$ cat config.mk
export PLATFORM = sky130hd
export DESIGN_NAME = row_zscore_normalizer
export DESIGN_NICKNAME = d
export VERILOG_FILES = /design/src/hdl/rzn_pkg.sv /design/src/hdl/rzn_ram.sv /design/src/hdl/rzn_divider.sv /design/src/hdl/row_zscore_normalizer.sv
export SDC_FILE = /design/constraint.sdc
export NUM_CORES = 2
export LEC_CHECK = 0
export BUFFER_PORTS_ARGS = -buffer_cell sky130_fd_sc_hd__buf_2
export CORE_MARGIN = 3
export CORE_UTILIZATION = 55
export DETAILED_ROUTE_END_ITERATION = 8
export PLACE_DENSITY = 0.67
export SYNTH_ARGS = -nofsm -noshare
export SYNTH_HDL_FRONTEND = slang
export SYNTH_HIERARCHICAL = 1
export SYNTH_SLANG_ARGS = --single-unit
$ cat constraint.sdc
create_clock -name clk -period 19.9 [get_ports clk]
set_clock_uncertainty 0.05 [all_clocks]
set_input_delay 2.985 -clock clk [delete_from_list [all_inputs] [get_ports clk]]
set_output_delay 2.985 -clock clk [all_outputs]
set_load 0.01 [all_outputs]
$ cat src/hdl/rzn_pkg.sv
// ----------------------------------------------------------------------------
// rzn_pkg: shared constants and types for the row z-score normalizer
// Sample, result and accumulator widths, register indexes.
// ----------------------------------------------------------------------------
package rzn_pkg;
    localparam int ROW_MAX      = 64;
    localparam int SAMPLE_WIDTH = 16;
    localparam int IDX_W        = $clog2(ROW_MAX);
    localparam int CNT_W        = IDX_W + 1;
    localparam int SUM_W        = SAMPLE_WIDTH + IDX_W;
    localparam int SQ_W         = 2 * SAMPLE_WIDTH + IDX_W;
    localparam int D_W          = SQ_W + CNT_W;
    localparam int RAD_W        = D_W + 20 + ((D_W + 20) % 2);
    localparam int ROOT_W       = RAD_W / 2;
    localparam int NUM_W        = SUM_W + 2;
    localparam int DIVD_W       = NUM_W + 22;
    localparam int DIVS_W       = ROOT_W + 1;
    localparam int OUT_W        = 16;

    localparam logic [0:0] REG_ROW_LENGTH = 1'b0;
    localparam logic [0:0] REG_ROW_COUNT  = 1'b1;

    typedef struct packed {
        logic start;
        logic [DIVD_W-1:0] dividend;
        logic [DIVS_W-1:0] divisor;
    } div_req_t;
endpackage

$ cat src/hdl/rzn_ram.sv
// ----------------------------------------------------------------------------
// rzn_ram: generic simple dual-port RAM
// One write port, one read port, registered read data.
// ----------------------------------------------------------------------------
module rzn_ram #(
    parameter int WIDTH = 16,
    parameter int DEPTH = 64
) (
    input  logic                     clk,
    input  logic                     we,
    input  logic [$clog2(DEPTH)-1:0] waddr,
    input  logic [WIDTH-1:0]         wdata,
    input  logic [$clog2(DEPTH)-1:0] raddr,
    output logic [WIDTH-1:0]         rdata
);
    logic [WIDTH-1:0] mem [DEPTH];

    always_ff @(posedge clk)
    begin
        if (we)
        begin
            mem[waddr] <= wdata;
        end
        rdata <= mem[raddr];
    end
endmodule

$ cat src/hdl/rzn_divider.sv
// ----------------------------------------------------------------------------
// rzn_divider: restoring divider, one quotient bit per cycle
// Computes floor(dividend / divisor) bit-serially.
// ----------------------------------------------------------------------------
module rzn_divider
    (
    input  logic             clk,
    input  logic             rst_n,
    input  rzn_pkg::div_req_t req,
    output logic             done,
    output logic [rzn_pkg::DIVD_W-1:0] quotient
);
    import rzn_pkg::*;

    localparam int STEP_W = $clog2(DIVD_W + 1);

    logic [DIVD_W-1:0] quo_reg, quo_next;
    logic [DIVS_W-1:0] rem_reg, rem_next;
    logic [DIVS_W-1:0] dvs_reg, dvs_next;
    logic [STEP_W-1:0] step_reg, step_next;
    logic              busy_reg, busy_next;
    logic              done_reg, done_next;
    logic [DIVS_W:0]   trial;

    always_comb
    begin
        quo_next  = quo_reg;
        rem_next  = rem_reg;
        dvs_next  = dvs_reg;
        step_next = step_reg;
        busy_next = busy_reg;
        done_next = 1'b0;
        trial     = {rem_reg, quo_reg[DIVD_W-1]};
        if (req.start)
        begin
            quo_next  = req.dividend;
            rem_next  = '0;
            dvs_next  = req.divisor;
            step_next = STEP_W'(DIVD_W);
            busy_next = 1'b1;
        end
        else if (busy_reg)
        begin
            if (trial >= {1'b0, dvs_reg})
            begin
                rem_next = DIVS_W'(trial - {1'b0, dvs_reg});
                quo_next = {quo_reg[DIVD_W-2:0], 1'b1};
            end
            else
            begin
                rem_next = trial[DIVS_W-1:0];
                quo_next = {quo_reg[DIVD_W-2:0], 1'b0};
            end
            step_next = step_reg - 1'b1;
            if (step_reg == STEP_W'(1))
            begin
                busy_next = 1'b0;
                done_next = 1'b1;
            end
        end
    end

    always_ff @(posedge clk or negedge rst_n)
    begin
        if (!rst_n)
        begin
            busy_reg <= 1'b0;
            done_reg <= 1'b0;
            step_reg <= '0;
        end
        else
        begin
            busy_reg <= busy_next;
            done_reg <= done_next;
            step_reg <= step_next;
        end
    end

    always_ff @(posedge clk)
    begin
        quo_reg <= quo_next;
        rem_reg <= rem_next;
        dvs_reg <= dvs_next;
    end

    assign done     = done_reg;
    assign quotient = quo_reg;
endmodule

$ cat src/hdl/row_zscore_normalizer.sv
// ----------------------------------------------------------------------------
// row_zscore_normalizer: per-row z-score standardization
// Stores a row in RAM, then emits (x - mean) / std in Q4.11, saturated.
// ----------------------------------------------------------------------------
// A sample that does not close a row is simply stored (busy stays low).
// A closing sample starts the row pass: a multiply, a difference and
// a square root, then per element one RAM read, a numerator step and a
// bit-serial divide (skipped on a flat row); busy is high meanwhile.
// Results are strobed one cycle each; the receiver cannot stall.
// Reset clears counters, sums and control; the row RAM is not cleared.
module row_zscore_normalizer
    (
    input  logic        clk,
    input  logic        rst_n,
    input  logic        start,
    output logic        busy,
    input  logic signed [rzn_pkg::SAMPLE_WIDTH-1:0] sample,
    input  logic        cfg_valid,
    output logic        cfg_ready,
    input  logic [0:0]  cfg_index,
    input  logic [15:0] cfg_data,
    output logic        result_valid,
    output logic signed [rzn_pkg::OUT_W-1:0] normalized,
    output logic        last_of_row,
    output logic        last_of_matrix,
    output logic        flat_row
);
    import rzn_pkg::*;

    typedef enum logic [6:0] {
        ST_LOAD  = 7'b0000001,
        ST_MULT  = 7'b0000010,
        ST_DIFF  = 7'b0000100,
        ST_SQRT  = 7'b0001000,
        ST_READ  = 7'b0010000,
        ST_NUM   = 7'b0100000,
        ST_DIV   = 7'b1000000
    } state_t;

    localparam int SQ_STEPS = ROOT_W;
    localparam int SQC_W    = $clog2(SQ_STEPS + 1);

    state_t state_reg, state_next;
    logic [6:0]  row_length_reg;
    logic [15:0] row_count_reg;
    logic signed [SUM_W-1:0] sum_reg;
    logic [SQ_W-1:0]   sq_reg;
    logic [CNT_W-1:0]  count_reg;
    logic [15:0]       rows_done_reg;
    logic [CNT_W-1:0]  n_reg;
    logic [IDX_W-1:0]  k_reg;
    logic [D_W-1:0]    nq_reg;
    logic [D_W-1:0]    ss_reg;
    logic [RAD_W-1:0]  rad_reg;
    logic [ROOT_W-1:0] root_reg;
    logic [ROOT_W+1:0] rrem_reg;
    logic [SQC_W-1:0]  sqc_reg;
    logic              flat_reg;
    logic              endm_reg;
    logic              neg_reg;

    logic [CNT_W-1:0]  n_eff;
    logic [15:0]       rc_eff;
    logic              accept;
    logic [SAMPLE_WIDTH-1:0] rd_data;
    logic signed [SUM_W-1:0]  sum_new;
    logic [SQ_W-1:0]          sq_new;
    logic signed [2*SAMPLE_WIDTH-1:0] xsq;
    logic [SUM_W-1:0]  s_abs;
    logic [ROOT_W+1:0] sq_trial;
    logic [ROOT_W+1:0] sq_rem;
    logic signed [NUM_W-1:0] num;
    logic [NUM_W-1:0]  num_mag;
    div_req_t          div_req;
    logic              div_done;
    logic [DIVD_W-1:0] quo;
    logic [DIVD_W-1:0] qr;
    logic signed [OUT_W-1:0] res;

    assign n_eff  = (row_length_reg == 7'd0) ? CNT_W'(1)
                  : (row_length_reg > 7'(ROW_MAX)) ? CNT_W'(ROW_MAX)
                  : CNT_W'(row_length_reg);
    assign rc_eff = (row_count_reg == 16'd0) ? 16'd1 : row_count_reg;

    assign busy      = (state_reg != ST_LOAD);
    assign cfg_ready = 1'b1;
    assign accept    = start && !busy;

    assign xsq     = sample * sample;
    assign sum_new = sum_reg + SUM_W'(sample);
    assign sq_new  = sq_reg + SQ_W'(unsigned'(xsq));
    assign s_abs   = sum_reg[SUM_W-1] ? SUM_W'(-sum_reg) : SUM_W'(sum_reg);

    rzn_ram #(.WIDTH(SAMPLE_WIDTH), .DEPTH(ROW_MAX)) u_row_ram (
        .clk   (clk),
        .we    (accept),
        .waddr (count_reg[IDX_W-1:0]),
        .wdata (sample),
        .raddr (k_reg),
        .rdata (rd_data)
    );

    // one root bit per cycle: two radicand bits enter the remainder
    assign sq_trial = {rrem_reg[ROOT_W-1:0], rad_reg[RAD_W-1:RAD_W-2]};
    assign sq_rem   = (ROOT_W+2)'({root_reg, 2'b01});
    assign num      = NUM_W'($signed({1'b0, n_reg})) * NUM_W'($signed(rd_data))
                    - NUM_W'(sum_reg);
    assign num_mag  = num[NUM_W-1] ? NUM_W'(-num) : NUM_W'(num);

    assign div_req.start    = (state_reg == ST_NUM) && !flat_reg;
    assign div_req.dividend = DIVD_W'({num_mag, 22'd0}) + DIVD_W'(root_reg);
    assign div_req.divisor  = {root_reg, 1'b0};

    rzn_divider u_div (
        .clk      (clk),
        .rst_n    (rst_n),
        .req      (div_req),
        .done     (div_done),
        .quotient (quo)
    );

    assign qr = quo;
    always_comb
    begin
        if (flat_reg)
            res = '0;
        else if (neg_reg)
            res = (qr > DIVD_W'(32768)) ? OUT_W'(-32768) : OUT_W'(-qr);
        else
            res = (qr > DIVD_W'(32767)) ? OUT_W'(32767) : OUT_W'(qr);
    end

    logic emit;
    assign emit = (state_reg == ST_DIV && div_done) || (state_reg == ST_NUM && flat_reg);

    always_comb
    begin
        state_next = state_reg;
        unique case (state_reg)
            ST_LOAD: if (accept && (count_reg + 1'b1 >= n_eff)) state_next = ST_MULT;
            ST_MULT: state_next = ST_DIFF;
            ST_DIFF: state_next = ST_SQRT;
            ST_SQRT: if (sqc_reg == SQC_W'(1)) state_next = ST_READ;
            ST_READ: state_next = ST_NUM;
            ST_NUM:  state_next = flat_reg ?
                         ((k_reg == IDX_W'(n_reg - 1'b1)) ? ST_LOAD : ST_READ) : ST_DIV;
            ST_DIV:  if (div_done)
                         state_next = (k_reg == IDX_W'(n_reg - 1'b1)) ? ST_LOAD : ST_READ;
            default: state_next = ST_LOAD;
        endcase
    end

    always_ff @(posedge clk or negedge rst_n)
    begin
        if (!rst_n)
        begin
            state_reg      <= ST_LOAD;
            row_length_reg <= 7'd64;
            row_count_reg  <= 16'd1;
            sum_reg        <= '0;
            sq_reg         <= '0;
            count_reg      <= '0;
            rows_done_reg  <= '0;
            k_reg          <= '0;
            sqc_reg        <= '0;
            result_valid   <= 1'b0;
        end
        else
        begin
            state_reg    <= state_next;
            result_valid <= emit;
            if (cfg_valid)
            begin
                unique case (cfg_index)
                    REG_ROW_LENGTH: row_length_reg <= cfg_data[6:0];
                    REG_ROW_COUNT:  row_count_reg  <= cfg_data;
                    default: ;
                endcase
            end
            if (accept)
            begin
                sum_reg   <= sum_new;
                sq_reg    <= sq_new;
                count_reg <= count_reg + 1'b1;
                if (count_reg + 1'b1 >= n_eff)
                begin
                    if (rows_done_reg + 1'b1 >= rc_eff)
                        rows_done_reg <= '0;
                    else
                        rows_done_reg <= rows_done_reg + 1'b1;
                end
            end
            if (state_reg == ST_DIFF)
                sqc_reg <= SQC_W'(SQ_STEPS);
            else if (state_reg == ST_SQRT)
                sqc_reg <= sqc_reg - 1'b1;
            if (state_reg == ST_SQRT)
                k_reg <= '0;
            else if (emit)
                k_reg <= k_reg + 1'b1;
            if (emit && k_reg == IDX_W'(n_reg - 1'b1))
            begin
                sum_reg   <= '0;
                sq_reg    <= '0;
                count_reg <= '0;
            end
        end
    end

    always_ff @(posedge clk)
    begin
        if (accept && (count_reg + 1'b1 >= n_eff))
        begin
            n_reg    <= count_reg + 1'b1;
            endm_reg <= (rows_done_reg + 1'b1 >= rc_eff);
        end
        if (state_reg == ST_MULT)
        begin
            nq_reg <= D_W'(n_reg) * D_W'(sq_reg);
            ss_reg <= D_W'(s_abs) * D_W'(s_abs);
        end
        if (state_reg == ST_DIFF)
        begin
            rad_reg  <= (nq_reg > ss_reg) ? RAD_W'({nq_reg - ss_reg, 20'd0}) : '0;
            flat_reg <= !(nq_reg > ss_reg);
            root_reg <= '0;
            rrem_reg <= '0;
        end
        if (state_reg == ST_SQRT)
        begin
            rad_reg <= {rad_reg[RAD_W-3:0], 2'b00};
            if (sq_trial >= sq_rem)
            begin
                rrem_reg <= sq_trial - sq_rem;
                root_reg <= {root_reg[ROOT_W-2:0], 1'b1};
            end
            else
            begin
                rrem_reg <= sq_trial;
                root_reg <= {root_reg[ROOT_W-2:0], 1'b0};
            end
        end
        if (state_reg == ST_READ && root_reg == '0)
            flat_reg <= 1'b1;
        if (state_reg == ST_NUM)
        begin
            neg_reg <= num[NUM_W-1];
        end
        if (emit)
        begin
            normalized     <= res;
            last_of_row    <= (k_reg == IDX_W'(n_reg - 1'b1));
            last_of_matrix <= (k_reg == IDX_W'(n_reg - 1'b1)) && endm_reg;
            flat_row       <= flat_reg;
        end
    end

    // results only come out of a row pass
    assert property (@(posedge clk) disable iff (!rst_n)
        result_valid |-> $past(busy))
        else $error("result outside row pass");

    // no sample is taken while the row pass runs
    assert property (@(posedge clk) disable iff (!rst_n)
        busy |-> !accept)
        else $error("sample accepted while busy");

    // the end of a matrix is always the end of a row
    assert property (@(posedge clk) disable iff (!rst_n)
        (result_valid && last_of_matrix) |-> last_of_row)
        else $error("matrix end without row end");
endmodule

======== After elaboration in Yosys (flattened, before gate mapping) ========
Memories as Yosys holds them, arrays and structs flattened. A register that Yosys moved wholly into a read port is not among the register bits.
Index checks and enable logic that the tools add are counted.
word-level totals
  bits in writable memories ............... 1024
  output and inout port bits .............. 22
  bits of input ports ..................... 37
  memories kept ........................... 1
  logic and storage cells ................. 145
  bits in registers ....................... 497
cells by class
  bitwise logic cells ..................... 1
  multiply operators ...................... 4
  $lt $le $gt $ge ......................... 8
  add/sub/neg operators ................... 16
  equality and inequality tests ........... 14
  muxes and demuxes ....................... 48
  reduce and logical (&&, ||, !) cells .... 23
memories
  name           depth  width  read ports  clocked after memory_dff  wr ports  RTL line       source
  u_row_ram.mem  64     16     1           1                         1         rzn_ram.sv:16  logic [WIDTH-1:0] mem [DEPTH];
operators by type and width
  cell                                                                    count
  33-bit two-way mux                                                      5
  66-bit two-way mux                                                      2
  46-bit two-way mux                                                      2
  16-bit two-way mux                                                      5
  38-bit two-way mux                                                      2
  22-bit two-way mux                                                      3
  65-bit two-way mux                                                      1
  7-bit two-way mux                                                       8
  7-bit case mux with 7 select lines                                      1
  46-bit by 33-bit adder with 46-bit output                               1
  46-bit by 15-bit > comparator with 1-bit output, second input constant  1
  46-bit by 16-bit > comparator with 1-bit output, second input constant  1
  45-bit by 44-bit > comparator with 1-bit output                         1
  7-bit by 38-bit multiplier with 45-bit output                           1
  45-bit by 44-bit subtractor with 45-bit output                          1
  22-bit by 22-bit multiplier with 44-bit output                          1
  38-bit by 32-bit adder with 38-bit output                               1
  6-bit two-way mux                                                       6
  35-bit by 34-bit greater-or-equal comparator with 1-bit output          1
  35-bit greater-or-equal comparator                                      1
  34-bit two-way mux                                                      1
  34-bit subtractor                                                       1
  33-bit zero test                                                        1
  33-bit subtractor                                                       1
  38 further kinds                                                        65

======== Depth between registers and ports, before layout ========
  depth after elaboration ................. 7
  mapped depth ............................ 40
  depth with buffers taken out ............ 39

======== Cells and area by module ========
Netlist, hierarchy kept.
by module, submodules not included
  module                 cells each  seq. area each (sq um)  instances  area each (sq um)
  row_zscore_normalizer  6290        10023.4                 1          57435.1
  rzn_ram                1829        31069.8                 1          40042.2
  rzn_divider            637         3283.1                  1          6862.8

======== Worst setup path before layout ========
No wires, ideal clock.
  path kind ............................... input to register
  start ................................... input port sample[4] (netlist bit)
  end ..................................... register sq_reg[33]
  path buffers ............................ 2
  data required time ...................... 19.719 ns
  path slack .............................. 8.878 ns
  library setup time ...................... 0.131 ns
  arrival time ............................ 10.841 ns
  stages on the path ...................... 35
  cells stage by stage .................... clkbuf_1 -> clkbuf_1 -> nand2_1 -> fa_1 -> inv_1 -> fa_1 -> fa_1 -> fa_1 -> fa_1 -> inv_1 -> fa_1 -> inv_1 -> ha_1 -> and2_1 -> a22o_1 -> a311oi_1 -> o21ai_0 -> a21oi_1 -> nor2_1 -> nor2_1 -> xnor2_1 -> ha_1 -> nand4_1 -> or2_2 -> o221ai_1 -> a31oi_1 -> o21ai_0 -> a21o_1 -> a21oi_1 -> o2111a_1 -> o21ai_0 -> a21o_1 -> nand3_1 -> xor2_1 -> nor2_1
on the way
  longest elaborated chain between the ends .. 4
ends and longest elaborated chain
  element                                         RTL line                      source
  start: declaration                              row_zscore_normalizer.sv:17   input logic signed [rzn_pkg::SAMPLE_WIDTH-1:0] sample,
  16-bit by 16-bit multiplier with 32-bit output  row_zscore_normalizer.sv:89   assign xsq = sample * sample;
  38-bit by 32-bit adder with 38-bit output       row_zscore_normalizer.sv:91   assign sq_new = sq_reg + SQ_W'(unsigned'(xsq));
  38-bit two-way mux                              row_zscore_normalizer.sv:180  if (accept)
  38-bit two-way mux                              row_zscore_normalizer.sv:201  if (emit && k_reg == IDX_W'(n_reg - 1'b1))
  end signal: assignment                          row_zscore_normalizer.sv:183  sq_reg <= sq_new;
  end: declaration                                row_zscore_normalizer.sv:47   logic [SQ_W-1:0] sq_reg;
Every way passes these cells. The select of a mux whose other input is x is not followed.
A chain may end at the register's enable or synchronous reset.

======== Worst setup path after layout ========
  start ................................... input port sample[2] (netlist bit)
  end ..................................... register sq_reg[35]
The elaborated chain is that of the path after synthesis.

==> metrics.txt <==
Post-DP HPWL 187 mm; Crit. End Element flip-flop; Critical Path RT 20.60 ns; Cell variety after synth 111; Synth Flop Type edfxtp_1; vias after detailed routing 66.9k; first-pass GRT wire length 405 mm; Setup Fix Bufs, Post-CTS 0; Resized cells post-CTS 0; unrepaired setup endpoints after global routing no; TNS Setup 0 ns; warnings from Yosys 6; CTS tree built; sequential-to-total area share from yosys stat 42.5%; CP Class in -> reg; largest net degree at the start of global routing 124; Clock Pin Slew Worst Setup and Hold Paths 0.06 ns; Site Rows 159; worst-margin pin slew 1.13 ns; initial antenna violation count 8; Die Wd 442 um; core area 0.188 sq mm; outcome completed; 1st-iter DRT viols 5581; area grow syn2layout 8.11%; Starting Density 55.4%; Synth area leader edfxtp_1; final worst path period share 59.7%; Synth Instances 8756; Yosys reg bits 1517; Crit path top cell by count fa_1; Max Freq 84.1 MHz; Max-slew headroom 24.5%; number of global-route vias before repair 68.4k; max_cap viols 0; Layout Nets 10.3k; Worst Hold Class reg -> reg; I/O Buffers 57; CP max FO 78; hold_buf cts 0; CP max stage delay 0.59 ns; Routed Wire Length 261 mm; clk buf depth 3; Worst EP arrival 12.59 ns; CTS Buf Count 159; H-Tree Depth 4; layout cells sized above 1 9.56%; Die Footprint 0.195 sq mm; # IOs 59; CTS sink cnt 1517; Final min period 11.88 ns; Final Setup Violations 0; final hold vios 0; max-slew violation count 0; routed len/inst 22.8 um; grt ovf 0; Syn Area/Cell 11.9 sq um; slowest CP cell buf_4; vias per cell 5.85; Total Routing Usage GR 27.2%; Yosys top cell area share 38.3%; die height 442 um; TritonRoute pass-1 iters 6; Worst setup SP type input port; clk_lat worst skew 0.83 ns; number of synthesized flops with an enable pin 1332; Area contributors post-synth edfxtp_1 (38%), fa_1 (17%), ha_1 (6.9%); root buf cell clkbuf_16; fill cell count 15.1k; ANT nets after route 0; Async S/R FF share, synth 8.83%; GP Congestion 0.910; synthesized area 0.104 sq mm; max reg flops 1024; Post-route DRC 0
[Yosys cell counts (all sizes together) (16+ instances only)]
cell type	instances
a211oi	51
a21boi	16
a21o	148
a21oi	311
a221oi	22
a22oi	41
a31oi	50
and2	188
and3	37
buf	119
clkbuf	210
dfrtp	131
dfxtp	51
edfxtp	1332
fa	876
ha	575
inv	1314
mux2	96
mux2i	135
mux4	224
nand2	799
nand2b	68
nand3	135
nand4	55
nor2	487
nor2b	77
nor3	67
nor4	39
o21a	37
o21ai	272
o21bai	51
o31ai	63
or3	37
xnor2	265
xor2	123
[layer usage]
layer | GRT usage, % | vias to the layer above | routed length (um)
met3 | 3.96 | 417 | 17600
met5 | 0 | - | 0
li1 | - | 30200 | -
met2 | 44.0 | 2191 | 124000
met4 | 9.20 | 0 | 9070
met1 | 38.1 | 34102 | 111000
[worst max-delay path, delay by kind of cell]
kind / cells / cell delay [ns]
AOI/OAI and AO/OA: 12 / 2.62
xor gates and xnor gates: 2 / 0.25
adders and majority gates: 8 / 3.87
buffers and inverters: 7 / 1.36
and+or+nand+nor: 8 / 1.40
[metrics by stage]
step                      hold slack [ns]  util, %  worst slack (ns)  std cells  instance area [sq um]
final                               0.438     59.9              8.02      11430                 113000
after global routing                0.468     59.9              7.46      11427                 113000
after CTS                           0.440     59.9              8.06      11427                 113000
after detailed placement            0.431     57.1              7.17      11138                 107000
after global placement              0.420     57.1              7.36      11138                 107000
after floorplan                     0.356        -              8.88       8773                 104000
[layout by cell type (no fill, tap or decap), drive strengths merged, types with 39 or more instances in the layout]
cell type     n
a211oi       51
a21o        148
a21oi       311
a22oi        41
a31oi        50
and2        188
buf         199
clkbuf      197
clkinv       74
dfrtp       131
dfxtp        51
edfxtp     1332
fa          876
ha          575
inv        1319
mux2         96
mux2i       135
mux4        224
nand2       799
nand2b       68
nand3       135
nand4        55
nor2        487
nor2b        77
nor3         67
nor4         39
o21ai       272
o21bai       51
o31ai        63
xnor2       265
xor2        123
[cell type report]
class | count | area [sq um] | share of cell area (%)
clock buffers | 197 | 4230 | 3.75
well taps | 2495 | 3120 | 2.77
inverters | 1318 | 4950 | 4.39
clock inverters | 92 | 1090 | 0.965
diodes | 3 | 7.51 | 0.00666
flip-flops and latches | 1517 | 44400 | 39.4
repair buffers | 199 | 1420 | 1.26
multi-input cells | 5609 | 53600 | 47.5
[cells by family (layout without fill, tap and decap cells)]
family,count (synthesis),in the layout,share of synthesized area (%)
xor gates and xnor gates,388,388,3.26
and+or+nand+nor,2069,2069,9.27
DFF,1517,1517,42.5
adders and majority gates,1451,1451,23.7
AOI/OAI and AO/OA,1227,1227,7.75
buffers and inverters,1647,1806,6.31
other,2,22,0.00720
muxes,455,455,7.18
[worst paths after layout]
| path | cells after the start | endpoint | start | slack (ns) |
|---|---|---|---|---|
| worst max-delay path | 37 | sq_reg[35] | sample[2] | 8.02 |
| worst min-delay path | 2 | u_div/rem_reg[13] | u_div/rem_reg[13] | 0.44 |
| worst max register to register | 33 | ss_reg[40] | sum_reg[1] | 8.31 |
| worst min register to register | 2 | u_div/rem_reg[13] | u_div/rem_reg[13] | 0.44 |
| max in group asynchronous | 3 | sq_reg[1] | rst_n | 16.01 |
| min in group asynchronous | 1 | rows_done_reg[10] | rst_n | 2.08 |
Power is left out: the tool's default activity adds up to more than one toggle a clock period on the data nets, which glitch-free logic cannot reach.
